==> src/rtl/core/rhwm_pkg.sv <==
// Shared types and constants for the rolling hash window matcher.
// No dependencies; every other file in rtl/core refers to it by scoped names.
package rhwm_pkg;

  localparam int MAX_WINDOW  = 256;
  localparam int MAX_ENTRIES = 1024;

  localparam int LEN_W  = 9;   // window length register and bytes seen
  localparam int HIST_AW = 8;  // byte history address
  localparam int TBL_AW = 10;  // table address
  localparam int CNT_W  = 11;  // table fill count

  localparam logic [31:0] SEED_ONE = 32'd998244351;
  localparam logic [31:0] SEED_TWO = 32'd100000007;

  localparam logic [LEN_W-1:0] LEN_RESET = 9'd1;
  localparam logic [63:0] POW_ONE_RESET = 64'd998244351;
  localparam logic [63:0] POW_TWO_RESET = 64'd100000007;

  localparam logic [1:0] CMD_RESTART = 2'd0;
  localparam logic [1:0] CMD_LOAD    = 2'd1;
  localparam logic [1:0] CMD_PROBE   = 2'd2;

  localparam logic [1:0] CFG_WINDOW_LEN = 2'd0;
  localparam logic [1:0] CFG_POWER_ONE  = 2'd1;
  localparam logic [1:0] CFG_POWER_TWO  = 2'd2;

  typedef enum logic [2:0] {
    OP_RESTART,
    OP_LOAD,
    OP_PROBE_NEW,
    OP_PROBE,
    OP_IGNORE
  } op_kind_t;

  typedef struct packed {
    op_kind_t   kind;
    logic [7:0] data;
  } op_t;

  typedef enum logic [2:0] {
    ST_IDLE,
    ST_MUL,
    ST_FIN,
    ST_SCAN,
    ST_EMIT
  } back_state_t;

endpackage

==> src/rtl/core/rhwm_fifo.sv <==
// Two-entry op queue between front end and back end.
// Depends on rhwm_pkg for the op type.
module rhwm_fifo (
  input  logic          clk,
  input  logic          rst_n,
  input  logic          push,
  input  rhwm_pkg::op_t push_op,
  input  logic          pop,
  output logic          full,
  output logic          empty,
  output rhwm_pkg::op_t head
);

  rhwm_pkg::op_t slot_r [2];
  logic       wr_r;
  logic       rd_r;
  logic [1:0] cnt_r;

  assign full  = (cnt_r == 2'd2);
  assign empty = (cnt_r == 2'd0);
  assign head  = slot_r[rd_r];

  always_ff @(posedge clk) begin
    if (push) begin
      slot_r[wr_r] <= push_op;
    end
  end

  always_ff @(posedge clk) begin
    if (!rst_n) begin
      wr_r  <= 1'b0;
      rd_r  <= 1'b0;
      cnt_r <= 2'd0;
    end else begin
      if (push) begin
        wr_r <= !wr_r;
      end
      if (pop) begin
        rd_r <= !rd_r;
      end
      cnt_r <= cnt_r + {1'b0, push} - {1'b0, pop};
    end
  end

endmodule

==> config.mk <==
export PLATFORM = sky130hd
export DESIGN_NAME = rhwm_fifo
export DESIGN_NICKNAME = d
export VERILOG_FILES = /design/src/rtl/core/rhwm_pkg.sv /design/src/rtl/core/rhwm_fifo.sv
export SDC_FILE = /design/constraint.sdc
export NUM_CORES = 1
export LEC_CHECK = 0
export ABC_AREA = 1
export BUFFER_PORTS_ARGS = -buffer_cell sky130_fd_sc_hd__buf_2
export CORE_MARGIN = 10
export CORE_UTILIZATION = 50
export CTS_CLUSTER_SIZE = 24
export DETAILED_ROUTE_END_ITERATION = 12
export PLACE_DENSITY = 0.76
export SLEW_MARGIN = 20
export SYNTH_ARGS = -nofsm -noshare
export SYNTH_HDL_FRONTEND = slang
export SYNTH_SLANG_ARGS = --single-unit
==> constraint.sdc <==
create_clock -name clk -period 2.05 [get_ports clk]
set_clock_uncertainty 0.05 [all_clocks]
set_input_delay 0.205 -clock clk [delete_from_list [all_inputs] [get_ports clk]]
set_output_delay 0.205 -clock clk [all_outputs]
set_load 0.05 [all_outputs]
Word-level counts from Yosys, hierarchy flattened --
Memory sizes are Yosys's and may differ from the RTL's. A register that Yosys moved wholly into a read port is not among the register bits. Index checks and enable logic that the tools add are counted.
Word-level totals: input port bits 15, logic and storage cells 14, register bits after elaboration 4, output and inout bits 13, memories kept 1, memory bits (writable) 22
Operators by class: equal/unequal tests 1, $add $sub $neg 2, reductions and logical operators 3, muxes and demuxes 4
Memory list:
- slot_r | words 2, bits a word 11, rd ports 1, clocked after memory_dff 1, write ports 1, RTL line rhwm_fifo.sv:14 | rhwm_pkg::op_t slot_r [2];
Operator list (count):
- two-way mux 1 bit | 4
- adder 2 x 1 -> 2 bit | 1
- == test 2 bit, second input constant | 1
- zero test 1 bit | 2
- zero test 2 bit | 1
- subtractor 2 x 1 -> 2 bit | 1

Longest topological paths before layout --
Gate-level depths: netlist of run 1.
word-level depth 3, mapped depth 7, mapped depth without buffers 7

Worst setup path before layout of run 1 --
OpenSTA, ideal clock, no wires.
kind register to output, start register cnt_r[1], end output full, data required time 1795 ps, path slack 776 ps, cell stages (with the launch flop) 3, path buffers 0, data arrival time 1019 ps, path through dfxtp_1 -> inv_1 -> nor2_1
Between the ends: cells in the longest elaborated chain, start to end 1
RTL lines:
- from (decl) | RTL line rhwm_fifo.sv:17 | logic [1:0] cnt_r;
- from (signal assigned) | RTL line rhwm_fifo.sv:41 | cnt_r <= cnt_r + {1'b0, push} - {1'b0, pop};
- == test 2 bit | RTL line rhwm_fifo.sv:19 | assign full = (cnt_r == 2'd2);
- to (decl) | RTL line rhwm_fifo.sv:9 | output logic full,
Every way passes these cells.

==> results.txt, run 1 <==
Synthesis produced 67 cells. The floorplan die area is 4360 sq um. Port buffering added 27 buffers.

The H-tree depth is 1, and the number of clock sinks seen by CTS is 27. In this run the standard cell core region covers 1980 sq um. The net count after synthesis came out at 84. VDD sags by at most 0.584 mV. The tool flagged a number of max-cap violations equal to 0. Sequential cells were found to cover 71.9% of the synthesized design area.

Yosys attributes the largest share of cell area to sky130_fd_sc_hd__edfxtp_1, sky130_fd_sc_hd__mux2_4, sky130_fd_sc_hd__dfxtp_1. Required time of the critical path: 1.79 ns. The worst setup path is launched from a flop. The tools report the count of nets after finishing as 118.

After clock tree synthesis, the clock-pin slew on the worst setup and hold paths is 0.12 ns. For this run, asynchronously set or reset flops after synthesis account for 0%. Among all cell types in the netlist, the one instantiated most often is sky130_fd_sc_hd__edfxtp_1. In this run the worst path has a maximum fanout of 6. In this run, post-CTS hold repair placed 0 buffers.

In this run, CTS created clock tree buffers numbering 3. In the final routed layout, each cell accounts on average for 14.2 um. The ratio of cells with drive above 1 in the final layout was 43.0%; the number of distinct standard cells referenced by the synthesized netlist was 11. The design internal power was 0.000783 W. For this run, the leading register cell type out of synthesis is sky130_fd_sc_hd__edfxtp_1. In this run the core area contains 16 standard-cell rows. The worst pin sits at a relative slew slack of 70.9%. Based on the critical path, the design can be clocked at up to 0.541 GHz. For the number of global-route vias before repair, the log shows 615. For this design the static power due to leakage is 0.558 nW. The analysis attributes to net switching a power of 0.000315 W. TritonCTS built the clock tree. 0 antenna diodes ended up in the layout.

The total number of yosys warnings is 0, and the detailed-router iteration count before antenna repair is 4. The kind of capture point of the worst setup path is an output port. The run gives 0.00110 W as the final total power. By count the netlist is led by sky130_fd_sc_hd__edfxtp_1, sky130_fd_sc_hd__mux2_4, sky130_fd_sc_hd__nor2_1.

Post-CTS repair changed the size of 0 cells. Counting both buffers and inverters, the worst setup path holds a total of 2. For the initial antenna violation count, the log shows 0. The cell class contributing the biggest share of worst-path delay is flip-flops. Of the available clock period, the critical path in the final layout requires 90.2%. For the worst setup path, the data arrival time is 1.59 ns.

Detailed routing inserted a total of 587 vias. The later pin in the worst-skew pair is clocked with a latency of 0.31 ns. The setup violation total in the final timing report is 0.

Per report_power, the sequential group accounts for 58.8% of the total. The maximum number of pins on one net before global-route repair was 15; the remaining design rule violation count was 0. Excluding fillers, the count of instances in the completed layout stands at 127. The tools report the combinational fraction of design power as 21.7%. A synthesized cell averages 15.8 sq um.

The logs give 1410 um for the half-perimeter wire length after detailed placement and 39 for the number of DRC markers after the initial detailed-route iteration. Across all register-to-register paths, the minimum setup slack is 0.79 ns. Measured along the x axis, the die boundary spans 66.0 um.

The critical path is of the reg -> out type. The total wire length after detailed routing is 1810 um, and the power density over the cells is 867 nW/um^2. The tools report the final number of hold-violating endpoints as 0.

Actual transition at the worst max-transition pin: 0.436 ns. No sink is reached through more buffers than the 2 on the longest clock path. The count of pins over their slew limit was 0; the number of register bits inferred by synthesis was 27. The run finished with clean final reports. The tools report the cell count after placement as 122.

The number of setup buffers added after CTS is 0, and the area overhead of the layout relative to synthesis is 19.7%. Of the total power, the share spent switching nets is 28.7%. The total negative slack was 0 ns; the total routing usage reported by global routing was 8.48%. After synthesis, the largest area contributor takes up 62.4% of total cell area. The largest single stage delay on the critical path is 0.53 ns. The total overflow left after global routing is 0. The tightest min-delay check is of the in -> reg type.

For the global placement routability congestion, the log shows 0.667. The number of placed I/O pins is 28, and the number of flops mapped to enable cells by yosys is 22. In this run the remaining antenna-violating nets after routing total 0. The die is 66.0 um tall.

After synthesis the cells add up to 1060 sq um. In the routed layout, each cell is associated on average with a via count of 4.62. Clock tree synthesis selected as its root buffer the cell sky130_fd_sc_hd__clkbuf_4. Setup repair after global routing left no endpoint under its margin. The minimum clock period was 1.85 ns; the first-pass GRT wire length was 2810 um. The critical path goes through buf_4, mux2_4, buf_2.

The initial utilization of the core area, before any placement, comes to 53.4%. The cell type of the slowest stage on the worst timing path is sky130_fd_sc_hd__dfxtp_1. Per report_power, the clock group accounts for 19.5% of the total. The synthesized design spends more area on one cell type than any other, namely sky130_fd_sc_hd__edfxtp_1.
metrics by stage:
| step | hold WS, ns | setup WS (ns) | area, sq um | utilization (%) |
|---|---|---|---|---|
| 2_1_floorplan | 0.248 | 0.776 | 1060 | - |
| 3_3_place_gp | 0.343 | 0.557 | 1230 | 62.1 |
| 3_5_place_dp | 0.349 | 0.545 | 1230 | 62.1 |
| 4_1_cts | 0.0121 | 0.177 | 1260 | 63.4 |
| 5_1_grt | 0.00126 | 0.107 | 1270 | 64.0 |
| 6_report | 0.0247 | 0.201 | 1270 | 64.0 |
path summary, 6_finish.rpt:
| check | from | end | cells past startpoint |
|---|---|---|---|
| worst min-delay path | push_op[7] | slot_r[1][7]$_DFFE_PP_ | 1 |
| worst max-delay path | flop | head[5] | 3 |
| worst max register to register | cnt_r[0]$_SDFF_PN0_ | cnt_r[1]$_SDFF_PN0_ | 7 |
| worst min register to register | wr_r$_SDFFE_PN0P_ | wr_r$_SDFFE_PN0P_ | 2 |
metal layers:
layer	vias up	part of all wire [%]	global-route usage (%)
li1	299	-	-
met1	265	41	8.73
met3	4	7.8	3.90
met2	19	50	14.0
met4	0	1.1	4.71
met5	-	0	0
state kept, by name, indices dropped and copies added, names as in the netlist, named ones only:
register	count
rd_r	1
cnt_r	2
wr_r	1
slot_r	22
area by class of cell:
type	instances	area [sq um]
sequential	27	761
fill	146	714
multi-input combinational	32	260
timing repair buffer	30	160
tap	27	33.8
clock buffer	4	26.3
inverter	7	26.3
cells by family (layout without fill, tap and decap cells):
kind of cell               count (synthesis)  count (layout)  synth area share [%]
DFF                                       27              27                  71.9
adders and majority gates                  2               2                  2.36
muxes                                     11              11                  15.2
and+or+nand+nor                           18              18                  6.50
AOI/OAI and AO/OA                          1               1                 0.472
buffers and inverters                      8              41                  3.55
power by group through the flow:
stage	clock (W)	sequential, W	combinational, W
floorplan	0	0.000652	0.000184
global placement	0	0.000656	0.000230
detailed placement	0	0.000659	0.000238
CTS	0.000222	0.000646	0.000239
global route	0.000244	0.000649	0.000255
finish	0.000214	0.000646	0.000238
cell usage in the layout, fill, tap and decap left out:
cell	count
sky130_fd_sc_hd__inv_1	7
sky130_fd_sc_hd__buf_4	2
sky130_fd_sc_hd__clkbuf_4	3
sky130_fd_sc_hd__mux2_4	10
sky130_fd_sc_hd__clkbuf_1	1
sky130_fd_sc_hd__nand2_1	8
sky130_fd_sc_hd__buf_2	27
sky130_fd_sc_hd__nand3_1	1
sky130_fd_sc_hd__ha_1	2
sky130_fd_sc_hd__nor2_1	9
sky130_fd_sc_hd__dlygate4sd3_1	1
sky130_fd_sc_hd__a21oi_1	1
sky130_fd_sc_hd__mux2_2	1
sky130_fd_sc_hd__dfxtp_1	5
sky130_fd_sc_hd__edfxtp_1	22
No activity file was read; power rests on OpenSTA's default activity.
==> run 2, diff against run 1 <==
--- a/config.mk
+++ b/config.mk
@@ -7,7 +7,6 @@
 export LEC_CHECK = 0
 export ABC_AREA = 1
 export BUFFER_PORTS_ARGS = -buffer_cell sky130_fd_sc_hd__buf_2
-export CORE_MARGIN = 10
 export CORE_UTILIZATION = 50
 export CTS_CLUSTER_SIZE = 24
 export DETAILED_ROUTE_END_ITERATION = 12
==> constraint.sdc (replaced) <==
create_clock -name clk -period 2.05 [get_ports clk]
set_clock_uncertainty 0.05 [all_clocks]
set_input_delay 0.205 -clock clk [delete_from_list [all_inputs] [get_ports clk]]
set_output_delay 0.205 -clock clk [all_outputs]
set_load 0.1 [all_outputs]
==> run 2 against run 1 <==
Count of clock-buffer cells in the layout decreased by 1. Total power increased by 9.3%. Die area decreased by 47%. Maximum frequency decreased by 4.4%. Sequential cell count unchanged. Final cell count decreased by 0.79%. Utilization decreased by 0.32 points.
==> results.txt, run 2 (synthesized netlist as in run 1, its figures left out) <==
The flow ran to the end, and the final reports show no timing, DRC or antenna violations. The maximum number of pins on one net before global-route repair was 17; the final number of hold-violating endpoints was 0. Buffers inserted to repair hold after CTS numbered 0. The number of inserted filler cells in the final layout came out at 147.

TritonCTS built the clock tree. The area of the core was 1980 sq um; the clock-pin transition on the worst setup and hold timing paths was 0.14 ns. Setup violations remaining at the end of the flow were counted as 0. For this run, the top clock speed supported by timing is 0.517 GHz.

The ratio of cells with drive above 1 in the final layout works out to 44.4%. Setup repair after global routing left no endpoint under its margin. Total met2 wirelength after detailed routing: 751 um.

After detailed routing, the wire length on met1 is 605 um. Counting I/O delays and the setup requirement, the final critical path takes 1.93 ns. The number of buffers inserted during clock tree synthesis came out at 3. The tools report the vias after detailed routing as 581. The tightest min-delay check is of the in -> reg type. Across the VDD grid, the largest voltage drop is 0.562 mV. The flip-flop count of the largest register after layout works out to 22. Dividing the detail-routed via count by the number of cells gives 4.61.

The wire length on met3 was 48 um. The top layer used by detailed routing is met4. The register name with the most flops was slot_r. Compared with the post-synthesis result, the final layout area differs by 19.1%. In the layout the commonest cells are sky130_fd_sc_hd__buf_2, sky130_fd_sc_hd__edfxtp_1, sky130_fd_sc_hd__mux2_4, sky130_fd_sc_hd__nor2_1, sky130_fd_sc_hd__nand2_1.

The cell count after placement was 122. The setup path with the least slack is of type reg -> out. The height of the chip is 48.0 um. The tools report the remaining max-slew budget at the tightest pin as 67.9%.

The number of clock sinks seen by CTS is 27, and the total inserted antenna cells is 0. The most common cell after layout, fill and taps aside is sky130_fd_sc_hd__buf_2. STA classifies the critical path endpoint as an output port. The register area was 761 sq um. The run gives 0.31 ns as the worst-skew pair later-pin latency. For the required time of the critical path, the log shows 1.79 ns.

The die is 48.0 um wide. Gates resized during post-CTS repair numbered 0. The setup check on the worst reg-to-reg path leaves a slack of 0.80 ns.

The initial antenna violation count was 0. For this run, the post-layout net count is 117. Dividing total power by cell area gives a power density of 952 nW/um^2. Max-cap violations in this run came to 0. In the final layout, the registers with the most flip-flops are slot_r x22, cnt_r x2. Of all nets on the critical path, the largest fanout is 6. On the final layout, the worst hold slack is 0.0244 ns.

After detailed routing, the total wire length is 1420 um. The tools report the root buffer selected by CTS as sky130_fd_sc_hd__clkbuf_4. The first global-routing pass estimated 2180 um of wire. The floorplan die area came out at 2300 sq um.

The count of pins over their slew limit came out at 0. Once detail routing completed, the nets flagged for antenna violations numbered 0. The total negative slack was 0 ns; the static power due to leakage was 0.553 nW. In the final layout, the multi-input gates occupy 260 sq um. The total overflow left after global routing is 0. For this design the top-level I/O count stands at 28.

The actual transition at the worst max-transition pin is 0.484 ns. After detailed routing, the average wire length per cell comes to 11.2 um. Cells fill 63.6% of the core in the end. For this block, the initial DRC count from the detailed router was 8. The half-perimeter wire length after detailed placement is 1080 um. The worst setup path is launched from a flop. The number of setup buffers added after CTS is 0. The congestion estimate from routability-driven global placement came to 0.736.

Once the floorplan was initialized, standard cells occupied 53.4% of the core. The arrival time of the worst setup path was 1.68 ns; the remaining design rule violation count was 0. The run gives 2 as the deepest clock path buffer count. After floorplanning, the core was divided into 16 placement rows.

The first detailed-routing pass ran for 3 iterations. Global routing used 14.4% of the available tracks across all layers. The worst path uses 94.4% of the clock period. During placement, the flow inserted port buffers numbering 27. For the number of global-route vias before repair, the log shows 525. Once layout is complete, the cells apart from fillers number 126. The tools report the H-tree depth as 1.
[run 2: changes by cell type in the layout (fill, tap and decap cells not counted), sizes merged]
| cell | before | now |
|---|---|---|
| dlygate4sd3 | 1 | 0 |
| clkbuf | 4 | 3 |
| clkinvlp | 0 | 1 |
[run 2: layout make-up]
| class | count | share of cell area (%) |
|---|---|---|
| Sequential cell | 27 | 60.3 |
| Multi-Input combinational cell | 32 | 20.6 |
| Timing Repair Buffer | 29 | 11.9 |
| Tap cell | 27 | 2.68 |
| Inverter | 7 | 2.08 |
| Clock buffer | 3 | 1.79 |
| Clock inverter | 1 | 0.595 |
[run 2: worst paths after layout]
kind / from / to / cells past startpoint
min: push_op[0] / slot_r[1][0]$_DFFE_PP_ / 1
max: flop / head[1] / 3
min reg2reg: wr_r$_SDFFE_PN0P_ / wr_r$_SDFFE_PN0P_ / 2
max reg2reg: cnt_r[0]$_SDFF_PN0_ / cnt_r[1]$_SDFF_PN0_ / 6
[run 2: where the power goes]
| part | switching (W) | leakage, nW | internal, W |
|---|---|---|---|
| combinational | 0.000260 | 0.291 | 0.0000758 |
| clock | 0.000146 | 0.0139 | 0.0000742 |
| sequential | 0.0000159 | 0.248 | 0.000629 |
| total | 0.000422 | 0.553 | 0.000779 |
[run 2: worst max-delay path: stages (launching register included)]
cell	delay (ns)
sky130_fd_sc_hd__dfxtp_1	0.54
sky130_fd_sc_hd__buf_4	0.24
sky130_fd_sc_hd__mux2_4	0.30
sky130_fd_sc_hd__buf_2	0.29
[run 2: metal layers]
metal  up-vias  track usage (%)
met5         -                0
met4         0             5.00
met3         2             2.26
met2        15             24.9
met1       269             18.4
li1        295                -
[run 2: per-stage QoR]
stage / instance area (sq um) / total power, W / setup WS [ns]
2_1_floorplan: 1060 / 0.000941 / 0.164
3_3_place_gp: 1230 / 0.000988 / 0.474
3_5_place_dp: 1230 / 0.000996 / 0.455
4_1_cts: 1260 / 0.00121 / 0.0950
5_1_grt: 1260 / 0.00125 / 0.0380
6_report: 1260 / 0.00120 / 0.115
