<file path="config.mk">
export PLATFORM = sky130hd
export DESIGN_NAME = rhwm_front
export DESIGN_NICKNAME = d
export VERILOG_FILES = /design/src/rtl/core/rhwm_pkg.sv /design/src/rtl/core/rhwm_front.sv
export SDC_FILE = /design/constraint.sdc
export NUM_CORES = 1
export LEC_CHECK = 0
export ABC_AREA = 1
export BUFFER_PORTS_ARGS = -buffer_cell sky130_fd_sc_hd__buf_4
export CORE_AREA = 2 2 39 41
export CTS_BUF_LIST = sky130_fd_sc_hd__clkbuf_8
export CTS_CLUSTER_DIAMETER = 120
export DETAILED_ROUTE_END_ITERATION = 10
export DIE_AREA = 0 0 41 43
export PLACE_DENSITY = 0.54
export SLEW_MARGIN = 20
export SYNTH_ARGS = -nofsm -noshare
export SYNTH_HDL_FRONTEND = slang
export SYNTH_SLANG_ARGS = --single-unit
</file>
<file path="constraint.sdc">
create_clock -name clk -period 0.8 [get_ports clk]
set_input_delay 0.08 -clock clk [delete_from_list [all_inputs] [get_ports clk]]
set_output_delay 0.08 -clock clk [all_outputs]
set_load 0.01 [all_outputs]
</file>
<file path="src/rtl/core/rhwm_pkg.sv">
// Shared types and constants for the rolling hash window matcher.
// No dependencies; every other file in rtl/core refers to it by scoped names.
package rhwm_pkg;

  localparam int MAX_WINDOW  = 256;
  localparam int MAX_ENTRIES = 1024;

  localparam int LEN_W  = 9;   // window length register and bytes seen
  localparam int HIST_AW = 8;  // byte history address
  localparam int TBL_AW = 10;  // table address
  localparam int CNT_W  = 11;  // table fill count

  localparam logic [31:0] SEED_ONE = 32'd998244351;
  localparam logic [31:0] SEED_TWO = 32'd100000007;

  localparam logic [LEN_W-1:0] LEN_RESET = 9'd1;
  localparam logic [63:0] POW_ONE_RESET = 64'd998244351;
  localparam logic [63:0] POW_TWO_RESET = 64'd100000007;

  localparam logic [1:0] CMD_RESTART = 2'd0;
  localparam logic [1:0] CMD_LOAD    = 2'd1;
  localparam logic [1:0] CMD_PROBE   = 2'd2;

  localparam logic [1:0] CFG_WINDOW_LEN = 2'd0;
  localparam logic [1:0] CFG_POWER_ONE  = 2'd1;
  localparam logic [1:0] CFG_POWER_TWO  = 2'd2;

  typedef enum logic [2:0] {
    OP_RESTART,
    OP_LOAD,
    OP_PROBE_NEW,
    OP_PROBE,
    OP_IGNORE
  } op_kind_t;

  typedef struct packed {
    op_kind_t   kind;
    logic [7:0] data;
  } op_t;

  typedef enum logic [2:0] {
    ST_IDLE,
    ST_MUL,
    ST_FIN,
    ST_SCAN,
    ST_EMIT
  } back_state_t;

endpackage

</file>
<file path="src/rtl/core/rhwm_front.sv">
// Front end: takes input transfers and classifies each command into an op.
// Depends on rhwm_pkg; feeds rhwm_fifo.
module rhwm_front (
  input  logic             clk,
  input  logic             rst_n,
  input  logic             in_valid,
  input  logic [1:0]       in_command,
  input  logic [7:0]       in_byte_value,
  input  logic             q_full,
  output logic             in_ready,
  output logic             q_push,
  output rhwm_pkg::op_t    q_op
);

  logic probing_r;
  logic probing_nxt;

  assign in_ready = !q_full;
  assign q_push   = in_valid && !q_full;

  always_comb begin
    probing_nxt = probing_r;
    q_op.data   = in_byte_value;
    q_op.kind   = rhwm_pkg::OP_IGNORE;
    case (in_command)
      rhwm_pkg::CMD_RESTART: begin
        q_op.kind   = rhwm_pkg::OP_RESTART;
        probing_nxt = 1'b0;
      end
      rhwm_pkg::CMD_LOAD: begin
        q_op.kind = probing_r ? rhwm_pkg::OP_IGNORE : rhwm_pkg::OP_LOAD;
      end
      rhwm_pkg::CMD_PROBE: begin
        q_op.kind   = probing_r ? rhwm_pkg::OP_PROBE : rhwm_pkg::OP_PROBE_NEW;
        probing_nxt = 1'b1;
      end
      default: begin
        q_op.kind = rhwm_pkg::OP_IGNORE;
      end
    endcase
  end

  always_ff @(posedge clk) begin
    if (!rst_n) begin
      probing_r <= 1'b0;
    end else if (q_push) begin
      probing_r <= probing_nxt;
    end
  end

endmodule

</file>
# [After elaboration in Yosys (flattened, before gate mapping)]
# Cells that the tools add are included.
# W data, S select, Z words.
[totals] output_inout_bits=13 wordCells=12 regBits=1
[op_classes] n_reduce_logical=5 n_eq_ne=2 mux=4
[op_table] cell="$pmux W3 S3" n=1
[op_table] cell="$mux W3" n=1
[op_table] cell="$eq A2 B1 Y1 const B" n=1
[op_table] cell="$eq A2 B2 Y1 const B" n=1
[op_table] cell="$logic_not A2 Y1" n=1
[op_table] cell="$pmux W1 S2" n=1
[op_table] cell="$reduce_and A2 Y1" n=1
[op_table] cell="$reduce_bool A2 Y1" n=1
[op_table] cell="$logic_and A1 B1 Y1" n=1
[op_table] cell="$logic_not A1 Y1" n=1
[op_table] cell="$mux W1" n=1

# [Longest topological paths before layout]
# Gate-level depths: netlist (run 1).
[depth] word_depth=3 depth_mapped=5

# [Worst setup path after synthesis (run 1)]
# Ideal clock, no wire load.
[synth_timing] kind="reg2out" start="register probing_r" end="output port q_op[8] in the netlist's numbering" path_stages_with_launch=4 path_slack_ns=0.085 required_time_ns=0.720 t_arrival_ns=0.635 path_cell_list="dfxtp_1 inv_1 a21oi_2 nor2_1"
[synth_lines] item="from (decl)" line="rhwm_front.sv:15" source="logic probing_r;"
[synth_lines] item="from (signal assigned)" line="rhwm_front.sv:47" source="probing_r <= probing_nxt;"
[synth_lines] item="to (decl)" line="rhwm_front.sv:12" source="output rhwm_pkg::op_t q_op"

==> metrics.md, run 1 <==
| Metric | Value |
|---|---|
| Chip Height | `43 um` |
| Vias in the first global route | `113` |
| Number of nets in the layout | `43` |
| Cell family with the largest share of critical-path delay | `flip-flops` |
| Slew Limit Headroom | `92.46%` |
| Core Box Area | `1384 um2` |
| Sum Neg Setup Slack | `0 ns` |
| Detailed-placement wirelength estimate | `247.7 um` |
| Reg-to-Reg End | `probing_r` |
| Static leakage power | `0.1032 nW` |
| Largest net degree at the start of global routing | `4` |
| Arrival time at the worst endpoint | `0.67 ns` |
| Worst hold path startpoint | `in_byte_value[6]` |
| Antenna violations before repair | `0` |
| Post-Place Cell Area | `186.4 um2` |
| Biggest regs | `probing_r (1)` |
| Pre-CTS WS | `0.02624 ns` |
| Number of standard-cell rows in the floorplan | `14` |
| Class of the most critical setup path | `register to output port` |
| Detailed-route via count | `130` |
| Count of endpoints failing hold in the final timing report | `0` |
| Slack of the worst reg-to-reg path | `0.21 ns` |
| Wire length of the first global-routing pass | `386 um` |
| Maximum operating frequency | `1325 MHz` |
| Pwr Density | `737.9 nW/um2` |
| Cell type of the slowest stage on the worst timing path | `sky130_fd_sc_hd__dfxtp_2` |
| Sum of buffers and inverters on the critical path | `2` |
| Residual overflow from global routing | `0` |
| Number of remaining DRC errors | `0` |
| Count of different cell masters after synthesis | `10` |
| Total wirelength of the detailed-routed design | `270 um` |
| Final worst path period share | `94.36%` |
| Total power draw | `0.1385 mW` |
| Total standard cell area after synthesis | `158.9 um2` |
| Synth-to-Final Area Change | `18.11%` |
| Critical path startpoint category | `register` |
| Worst Skew | `0 ns` |
| Flip-flop count of the largest register, all copies and words added | `1` |
| Req. time, crit path | `0.72 ns` |
| Average footprint of a synthesized cell | `6.112 um2` |
| Max rail drop VDD | `138.5 uV` |
| Count of mapped cells out of synthesis | `26` |
| Wire per inst | `6.279 um` |
| Flip-flop and latch count after synthesis | `1` |
| Syn_nets | `40` |
| Detailed-routing iteration count for the pre-antenna-repair pass | `1` |
| Commonest non-fill, non-tap cell in the layout | `sky130_fd_sc_hd__buf_4` |
| Antenna viol nets, final | `0` |
| Fraction of final layout cells with drive strength greater than 1 | `59.26%` |
| Max-capacitance violation count | `0` |
| Post-Layout Inst Area | `187.7 um2` |
| Gp weighted congestion | `0.4712` |
| Top reg by flops | `probing_r` |
| Worst-skew pair later-pin latency | `0 ns` |
| Post-route core utilization | `13.56%` |
| Iteration-0 DRC Markers | `0` |
| Type of destination of the critical path | `output port` |
| Min-delay worst type | `input pin to output port` |
| Pins over their slew limit | `0` |
| Max FO, Critical Path | `2` |
| Post-CTS Setup Inserts | `0` |
| Per-cell via count in the routed design | `3.023` |
| Initial cell density of the core | `11.48%` |
| Die span in x | `41 um` |
| Startpoint of the most critical register-to-register path | `probing_r` |
| Port Buffers | `10` |
| Floorplan die area | `1763 um2` |
| Minimum clock period | `0.7549 ns` |
| Endpoint with the worst hold slack | `q_op[6]` |
| Unrepaired setup endpoints after global routing | `no` |
| Number of top-level pins | `27` |
| Depth of the worst hold-timing path | `0` |
| Hold-fix buffers at CTS | `0` |
| Series of cell instances along the critical path | `inv_2 > a21oi_2 > nor2_1 > buf_4` |
| Worst-margin pin slew | `0.1130 ns` |
| Depth of the worst register-to-register path | `4` |
| Clk pin slew, worst setup/hold paths | `0 ns` |
| Antenna diode count | `0` |
| Top library cells by usage in the layout, fill and taps aside | `sky130_fd_sc_hd__buf_4 (10), sky130_fd_sc_hd__inv_1 (3), sky130_fd_sc_hd__nor2_1 (3), sky130_fd_sc_hd__inv_2 (3)` |
| Overall fraction of global-route tracks in use | `2.900%` |
| Number of setup violations in the final report | `0` |
| Result of the run | `finished clean` |
| Longest individual stage delay on the worst path | `0.31 ns` |
| Minimum setup slack in the final design | `0.04509 ns` |
| Synthesis Warnings | `0` |
| Seq/Total Area, Yosys | `12.60%` |
how the worst max path moves through the flow:
stage / end / from / slack, ns / cells past startpoint
3_5_place_dp: q_op[8] / probing_r / 0.03 / 4
5_1_grt: q_op[8] / probing_r / 0.003 / 4
6_report: q_op[8] / probing_r / 0.05 / 4
3_3_place_gp: q_op[8] / probing_r / 0.04 / 4
2_1_floorplan: q_op[8] / probing_r / 0.09 / 3
4_1_cts: q_op[8] / probing_r / 0.02 / 4
area by class of cell:
class,instances,area (um2)
multi-input combinational,10,48.80
timing repair buffer,10,75.07
fill,163,1196
sequential,1,21.27
tap,16,20.02
inverter,6,22.52
kinds of logic (layout without fill, tap and decap cells):
group,after synthesis,after routing,synth area share (%)
DFF,1,1,12.60
and+or+nand+nor,8,8,22.05
buffers and inverters,15,16,56.69
AOI/OAI and AO/OA,2,2,8.659
where the power goes:
| part | switching, mW | internal [mW] |
|---|---|---|
| logic | 0.0381 | 0.0446 |
| clock network | 0 | 0 |
| registers | 0.00168 | 0.0541 |
| total | 0.0398 | 0.0987 |
per-stage QoR:
stage / hold slack (ns) / cells
final: 0.1600 / 43
after global routing: 0.1600 / 43
after CTS: 0.1601 / 43
after detailed placement: 0.1601 / 43
after global placement: 0.1601 / 43
after floorplan: 0.1882 / 26
routing by layer:
metal | track usage [%] | part of all wire, %
met4 | 0.6667 | 0
met3 | 1.047 | 25
met1 | 3.810 | 35
met5 | 0 | 0
met2 | 4.375 | 40
cell usage after synthesis:
cell | count | area, um2
sky130_fd_sc_hd__buf_4 | 9 | 67.56
sky130_fd_sc_hd__inv_1 | 4 | 15.01
sky130_fd_sc_hd__nor2_1 | 3 | 11.26
sky130_fd_sc_hd__inv_2 | 2 | 7.510
sky130_fd_sc_hd__nand2_1 | 2 | 7.510
sky130_fd_sc_hd__nand3_1 | 2 | 10.01
sky130_fd_sc_hd__a21oi_1 | 1 | 5.000
sky130_fd_sc_hd__a21oi_2 | 1 | 8.760
sky130_fd_sc_hd__dfxtp_1 | 1 | 20.02
sky130_fd_sc_hd__nor2_2 | 1 | 6.260
repair_timing:
action	CTS	global route
hold endpoints to repair	0	0
resized for setup	0	2
endpoints found under the setup margin	0	1
(Power assumes the default switching activity.)
==> run 2: changes to the inputs <==
- clock period: 0.8 -> 1 ns (I/O delays scaled with it)
==> run 2 against run 1 <==
- die area unchanged
- utilization decreased by 0.090 points
- clock skew unchanged
- cell area decreased by 0.67%
- largest cell class unchanged
- highest routed layer unchanged
==> metrics.md, run 2 (same netlist as run 1, synthesis figures left out) <==
| Metric | Value |
|---|---|
| Number of standard-cell rows in the floorplan | `14 (unchanged)` |
| Pins over their slew limit | `0 (unchanged)` |
| Top library cells by usage in the layout, fill and taps aside | `sky130_fd_sc_hd__buf_4 (10), sky130_fd_sc_hd__inv_1 (4), sky130_fd_sc_hd__nor2_1 (3) (was sky130_fd_sc_hd__buf_4 (10), sky130_fd_sc_hd__inv_1 (3), sky130_fd_sc_hd__nor2_1 (3), sky130_fd_sc_hd__inv_2 (3))` |
| Beginning of the critical path | `probing_r (unchanged)` |
| Per-cell via count in the routed design | `3.047 (was 3.023)` |
| Port Buffers | `10 (unchanged)` |
| Floorplan die area | `1763 um2 (unchanged)` |
| Number of setup violations in the final report | `0 (unchanged)` |
| Iteration-0 DRC Markers | `0 (unchanged)` |
| Sum Neg Setup Slack | `0 ns (unchanged)` |
| Maximum operating frequency | `1264 MHz` |
| Cell family with the largest share of critical-path delay | `flip-flops (unchanged)` |
| Depth of the worst hold-timing path | `0 (unchanged)` |
| Count of endpoints failing hold in the final timing report | `0 (unchanged)` |
| Fill cell total of the finished layout | `161 (was 163)` |
| Antenna diode count | `0 (unchanged)` |
| Chip Height | `43 um (unchanged)` |
| Vias in the first global route | `98 (was 113)` |
| Clk pin slew, worst setup/hold paths | `0 ns (about the same)` |
| Slew Limit Headroom | `92.17% (was 92.46%)` |
| Commonest non-fill, non-tap cell in the layout | `sky130_fd_sc_hd__buf_4 (unchanged)` |
| Wire length of the first global-routing pass | `351 um (was 386 um)` |
| Req. time, crit path | `0.90 ns (was 0.72 ns)` |
| Core Box Area | `1384 um2 (unchanged)` |
| Number of nets in the layout | `43 (unchanged)` |
| Static leakage power | `0.1026 nW (was 0.1032 nW)` |
| Longest individual stage delay on the worst path | `0.31 ns (about the same)` |
| Worst hold path startpoint | `in_byte_value[6] (unchanged)` |
| Cell type of the slowest stage on the worst timing path | `sky130_fd_sc_hd__dfxtp_1 (was sky130_fd_sc_hd__dfxtp_2)` |
| Gp weighted congestion | `0.4497 (was 0.4712)` |
| Flip-flop count of the largest register, all copies and words added | `1 (unchanged)` |
| Max-capacitance violation count | `0 (unchanged)` |
| Pwr Density | `589.0 nW/um2 (was 737.9 nW/um2)` |
| Post-route core utilization | `13.47% (was 13.56%)` |
| Startpoint of the most critical register-to-register path | `probing_r (unchanged)` |
| Number of remaining DRC errors | `0 (unchanged)` |
| Depth of the worst register-to-register path | `4 (unchanged)` |
| Die span in x | `41 um (unchanged)` |
| Series of cell instances along the critical path | `inv_1 > a21oi_2 > nor2_1 > buf_4 (was inv_2 > a21oi_2 > nor2_1 > buf_4)` |
| Number of stages on the worst setup path | `4 (unchanged)` |
| Sum of buffers and inverters on the critical path | `2 (unchanged)` |
| Critical path startpoint category | `register (unchanged)` |
| Number of top-level pins | `27 (unchanged)` |
| Final hold slack | `0.2000 ns (was 0.1600 ns)` |
| Wire per inst | `6.256 um (was 6.279 um)` |
| Worst-margin pin slew | `0.1175 ns (was 0.1130 ns)` |
| Biggest regs | `probing_r (1) (unchanged)` |
| Top reg by flops | `probing_r (unchanged)` |
| Resized Gates After CTS | `0 (unchanged)` |
| Total power draw | `0.1098 mW (was 0.1385 mW)` |
| Initial cell density of the core | `11.48% (unchanged)` |
| Detailed-placement wirelength estimate | `246 um (was 247.7 um)` |
| Hold-fix buffers at CTS | `0 (unchanged)` |
| Synth-to-Final Area Change | `17.32% (was 18.11%)` |
| Result of the run | `finished clean (unchanged)` |
| Final worst path period share | `79.13%` |
| Detailed-route via count | `131 (was 130)` |
| Arrival time at the worst endpoint | `0.69 ns (was 0.67 ns)` |
| Largest net degree at the start of global routing | `4 (unchanged)` |
| Type of destination of the critical path | `output port (unchanged)` |
| Min-delay worst type | `input pin to output port (unchanged)` |
| Cell total after placement | `43 (unchanged)` |
| Residual overflow from global routing | `0 (unchanged)` |
| Detailed-routing iteration count for the pre-antenna-repair pass | `1 (unchanged)` |
| Max rail drop VDD | `109.8 uV (was 138.5 uV)` |
| Fraction of final layout cells with drive strength greater than 1 | `51.85% (was 59.26%)` |
| Minimum clock period | `0.7913 ns` |
| Max FO, Critical Path | `2 (unchanged)` |
| Worst-skew pair later-pin latency | `0 ns (about the same)` |
| Post-CTS Setup Inserts | `0 (unchanged)` |
| Total wirelength of the detailed-routed design | `269 um (was 270 um)` |
| Class of the most critical setup path | `register to output port (unchanged)` |
| Antenna violations before repair | `0 (unchanged)` |
| Antenna viol nets, final | `0 (unchanged)` |
| Non-filler cells, final | `43 (unchanged)` |
| Overall fraction of global-route tracks in use | `2.703% (was 2.900%)` |
| Worst Skew | `0 ns (unchanged)` |
| Unrepaired setup endpoints after global routing | `no (unchanged)` |
[run 2: cell counts in the layout (fill, tap and decap cells not counted)]
No cell type changed its count.
[run 2: worst paths after layout]
kind / to / slack, ns
hold reg to reg: probing_r / 0.55
setup reg to reg: probing_r / 0.39
setup / recovery: q_op[8] / 0.21
hold / removal: q_op[6] / 0.20
[run 2: metal layers]
metal	wire length, um	vias up	GRT usage, %
met5	0	-	0
met4	0	0	0.6667
met3	76	0	2.094
met2	98	8	4.375
met1	94	53	2.548
li1	-	70	-
[run 2: layout make-up]
cell class                 count  area (um2)  area share (%)
timing repair buffer          10       75.07           40.27
multi-input combinational     10       48.80           26.17
inverter                       6       22.52           12.08
sequential                     1       20.02           10.74
tap                           16       20.02           10.74
[run 2: worst register-to-register path, cell delays in order (launching register included)]
cell and delay (ns):
sky130_fd_sc_hd__dfxtp_1 0.29, sky130_fd_sc_hd__inv_1 0.08, sky130_fd_sc_hd__nand2_1 0.06, sky130_fd_sc_hd__inv_1 0.04, sky130_fd_sc_hd__nor2_1 0.03
[run 2: stage by stage]
| stage | area, um2 | setup slack (ns) |
|---|---|---|
| floorplan | 158.9 | 0.2651 |
| global placement | 186.4 | 0.2187 |
| detailed placement | 186.4 | 0.2090 |
| CTS | 186.4 | 0.2084 |
| global route | 186.4 | 0.1648 |
| finish | 186.4 | 0.2087 |
[run 2: power breakdown]
group          switching [mW]  total, mW  leakage, nW  internal [mW]
Clock                       0          0            0              0
Sequential            0.00101     0.0439      0.00819         0.0429
Combinational          0.0304     0.0659       0.0945         0.0356
==> run 3: changes to the inputs <==
- ABC_AREA: 1 -> 0
- PLACE_DENSITY: 0.54 -> 0.53
- clock period: 1 -> 0.8 ns (I/O delays scaled with it)
==> run 3 against run 2 <==
- cell area grew 2.0%
- combinational power grew 12%
- sequential cell count is the same
- clock skew is the same
- critical path type unchanged
==> metrics.md, run 3 <==
| Metric | Value |
|---|---|
| Total standard cell area after synthesis | `156.4 um2 (was 158.9 um2)` |
| Seq/Total Area, Yosys | `12.80% (was 12.60%)` |
| Min-delay worst type | `input pin to output port (unchanged)` |
| Static leakage power | `0.09214 nW (was 0.1026 nW)` |
| Average footprint of a synthesized cell | `7.820 um2 (was 6.112 um2)` |
| Result of the run | `finished clean (unchanged)` |
| Worst Skew | `0 ns (unchanged)` |
| Max rail drop VDD | `180.8 uV (was 109.8 uV)` |
| Antenna viol nets, final | `0 (unchanged)` |
| EDFF count, synth | `0 (unchanged)` |
| Pins over their slew limit | `0 (unchanged)` |
| Number of nets in the layout | `37 (was 43)` |
| Worst-skew pair later-pin latency | `0 ns (about the same)` |
| Fraction of final layout cells with drive strength greater than 1 | `61.90% (was 51.85%)` |
| Pwr Density | `677.1 nW/um2 (was 589.0 nW/um2)` |
| Dominant cells by area after synthesis | `sky130_fd_sc_hd__buf_4 (43%), sky130_fd_sc_hd__dfxtp_1 (13%), sky130_fd_sc_hd__nor2b_1 (8.0%), sky130_fd_sc_hd__nor3b_2 (8.0%), sky130_fd_sc_hd__mux2i_1 (6.4%) (was sky130_fd_sc_hd__buf_4 (43%), sky130_fd_sc_hd__dfxtp_1 (13%), sky130_fd_sc_hd__inv_1 (9.4%), sky130_fd_sc_hd__nor2_1 (7.1%), sky130_fd_sc_hd__nand3_1 (6.3%))` |
| Die span in x | `41 um (unchanged)` |
| Antenna diode count | `0 (unchanged)` |
| Total wirelength of the detailed-routed design | `258 um (was 269 um)` |
| Overall fraction of global-route tracks in use | `2.402% (was 2.703%)` |
| Number of standard-cell rows in the floorplan | `14 (unchanged)` |
| Core Box Area | `1384 um2 (unchanged)` |
| Startpoint of the most critical register-to-register path | `probing_r (unchanged)` |
| Max FO, Critical Path | `4 (was 2)` |
| Worst-margin pin slew | `0.1529 ns (was 0.1175 ns)` |
| Reg-to-Reg End | `probing_r (unchanged)` |
| Final worst path period share | `93.12%` |
| Floorplan die area | `1763 um2 (unchanged)` |
| Critical path startpoint category | `register (unchanged)` |
| Unrepaired setup endpoints after global routing | `no (unchanged)` |
| Count of endpoints failing hold in the final timing report | `0 (unchanged)` |
| Synthesis Warnings | `0 (unchanged)` |
| Fraction of post-synthesis cell area in the top cell type by area | `43.20% (was 42.52%)` |
| Count of different cell masters after synthesis | `10 (unchanged)` |
| Clk pin slew, worst setup/hold paths | `0 ns (about the same)` |
| Gp weighted congestion | `0.5597 (was 0.4497)` |
| Capture point of the worst path | `q_op[8] (unchanged)` |
| Post-Layout Inst Area | `190.2 um2 (was 186.4 um2)` |
| Cell taking the most area after synthesis | `sky130_fd_sc_hd__buf_4 (unchanged)` |
| Initial cell density of the core | `11.30% (was 11.48%)` |
| Chip Height | `43 um (unchanged)` |
| Wire length of the first global-routing pass | `317 um (was 351 um)` |
| Post-CTS Setup Inserts | `0 (unchanged)` |
| Max-capacitance violation count | `0 (unchanged)` |
| Commonest non-fill, non-tap cell in the layout | `sky130_fd_sc_hd__buf_4 (unchanged)` |
| Arrival time at the worst endpoint | `0.66 ns (was 0.69 ns)` |
| Fill cell total of the finished layout | `158 (was 161)` |
| Antenna violations before repair | `0 (unchanged)` |
| Top library cells by usage in the layout, fill and taps aside | `sky130_fd_sc_hd__buf_4 (10), sky130_fd_sc_hd__nor2b_1 (2), sky130_fd_sc_hd__nor3b_2 (2), sky130_fd_sc_hd__nand2_1 (2) (was sky130_fd_sc_hd__buf_4 (10), sky130_fd_sc_hd__inv_1 (4), sky130_fd_sc_hd__nor2_1 (3))` |
| Number of setup violations in the final report | `0 (unchanged)` |
| Top reg by flops | `probing_r (unchanged)` |
| Class of the most critical setup path | `register to output port (unchanged)` |
| Beginning of the critical path | `probing_r (unchanged)` |
| Maximum operating frequency | `1342 MHz` |
| Req. time, crit path | `0.72 ns (was 0.90 ns)` |
| Sum Neg Setup Slack | `0 ns (unchanged)` |
| Type of destination of the critical path | `output port (unchanged)` |
| Largest net degree at the start of global routing | `5 (was 4)` |
| Post-Place Cell Area | `183.9 um2 (was 186.4 um2)` |
| Synth-to-Final Area Change | `21.60% (was 17.32%)` |
| Number of top-level pins | `27 (unchanged)` |
| Flip-flop count of the largest register, all copies and words added | `1 (unchanged)` |
| Slack of the worst reg-to-reg path | `0.23 ns (was 0.39 ns)` |
| Detailed-routing iteration count for the pre-antenna-repair pass | `1 (unchanged)` |
| Syn_nets | `34 (was 40)` |
| Wire per inst | `6.973 um (was 6.256 um)` |
| Hold-fix buffers at CTS | `0 (unchanged)` |
| Residual overflow from global routing | `0 (unchanged)` |
| Non-filler cells, final | `37 (was 43)` |
| Minimum clock period | `0.7450 ns` |
| Most common flop cell mapped by yosys | `sky130_fd_sc_hd__dfxtp_1 (unchanged)` |
| Iteration-0 DRC Markers | `0 (unchanged)` |
| Slew Limit Headroom | `89.76% (was 92.17%)` |
| Per-cell via count in the routed design | `3.243 (was 3.047)` |
| Share of async-settable or async-resettable flops after synthesis | `0% (unchanged)` |
| Count of mapped cells out of synthesis | `20 (was 26)` |
| Cell total after placement | `37 (was 43)` |
| Most frequent cell after synthesis | `sky130_fd_sc_hd__buf_4 (unchanged)` |
| Flip-flop and latch count after synthesis | `1 (unchanged)` |
| Vias in the first global route | `89 (was 98)` |
| Top cell types by occurrence after synthesis | `sky130_fd_sc_hd__buf_4 (9), sky130_fd_sc_hd__nand2_1 (2), sky130_fd_sc_hd__nor2b_1 (2) (was sky130_fd_sc_hd__buf_4 (9), sky130_fd_sc_hd__inv_1 (4), sky130_fd_sc_hd__nor2_1 (3))` |
| Number of remaining DRC errors | `0 (unchanged)` |
| Biggest regs | `probing_r (1) (unchanged)` |
| Detailed-route via count | `120 (was 131)` |
| Depth of the worst register-to-register path | `2 (was 4)` |
| Port Buffers | `10 (unchanged)` |
## run 3: cell type report
type	instances	area, um2	share of cell area [%]
inverters	1	3.754	1.974
multi-input cells	9	70.07	36.84
flip-flops and latches	1	21.27	11.18
well taps	16	20.02	10.53
repair buffers	10	75.07	39.47
## run 3: worst max-delay path, stage by stage, from the launching register on
cell and delay, ns:
sky130_fd_sc_hd__dfxtp_2 0.31, sky130_fd_sc_hd__nor3b_2 0.15, sky130_fd_sc_hd__a21o_1 0.10, sky130_fd_sc_hd__buf_4 0.11
## run 3: kinds of logic after synthesis
group,synth area share (%)
AOI/OAI and AO/OA,9.604
muxes,6.400
buffers and inverters,45.59
DFF,12.80
and+or+nand+nor,25.60
## run 3: repair_timing
action,in CTS,in global routing
setup endpoints to repair,1,1
pin swaps,0,1
cloned,0,0
endpoints found under the hold margin,0,0
resized for setup,1,1
## run 3: how the worst min path moves through the flow
| stage | endpoint | slack, ns | cells after the start | start |
|---|---|---|---|---|
| finish | q_op[5] | 0.16 | 0 | in_byte_value[5] |
| global route | q_op[7] | 0.16 | 0 | in_byte_value[7] |
| CTS | q_op[6] | 0.16 | 0 | in_byte_value[6] |
| detailed placement | q_op[6] | 0.16 | 0 | in_byte_value[6] |
| global placement | q_op[6] | 0.16 | 0 | in_byte_value[6] |
| floorplan | in_ready | 0.20 | 1 | q_full |
## run 3: per-layer routing
metal | up-vias | track usage, % | wire length [um]
met5 | - | 0 | 0
met4 | 0 | 0.6667 | 0
met3 | 0 | 1.571 | 67
met2 | 11 | 4.375 | 115
met1 | 52 | 1.911 | 74
li1 | 57 | - | -
## run 3: per-stage QoR
step | utilization, % | setup slack, ns | hold slack (ns) | power [mW]
2_1_floorplan | - | 0.08920 | 0.2035 | 0.1253
3_3_place_gp | 13.29 | -0.0007814 | 0.1601 | 0.1280
3_5_place_dp | 13.29 | -0.004329 | 0.1601 | 0.1282
4_1_cts | 13.65 | 0.01324 | 0.1601 | 0.1300
5_1_grt | 13.74 | 0.02403 | 0.1600 | 0.1366
6_report | 13.74 | 0.05500 | 0.1600 | 0.1288
## run 3: power by group
part | internal [mW] | switching, mW
sequential | 0.0531 | 0.00181
clock | 0 | 0
combinational | 0.0455 | 0.0284
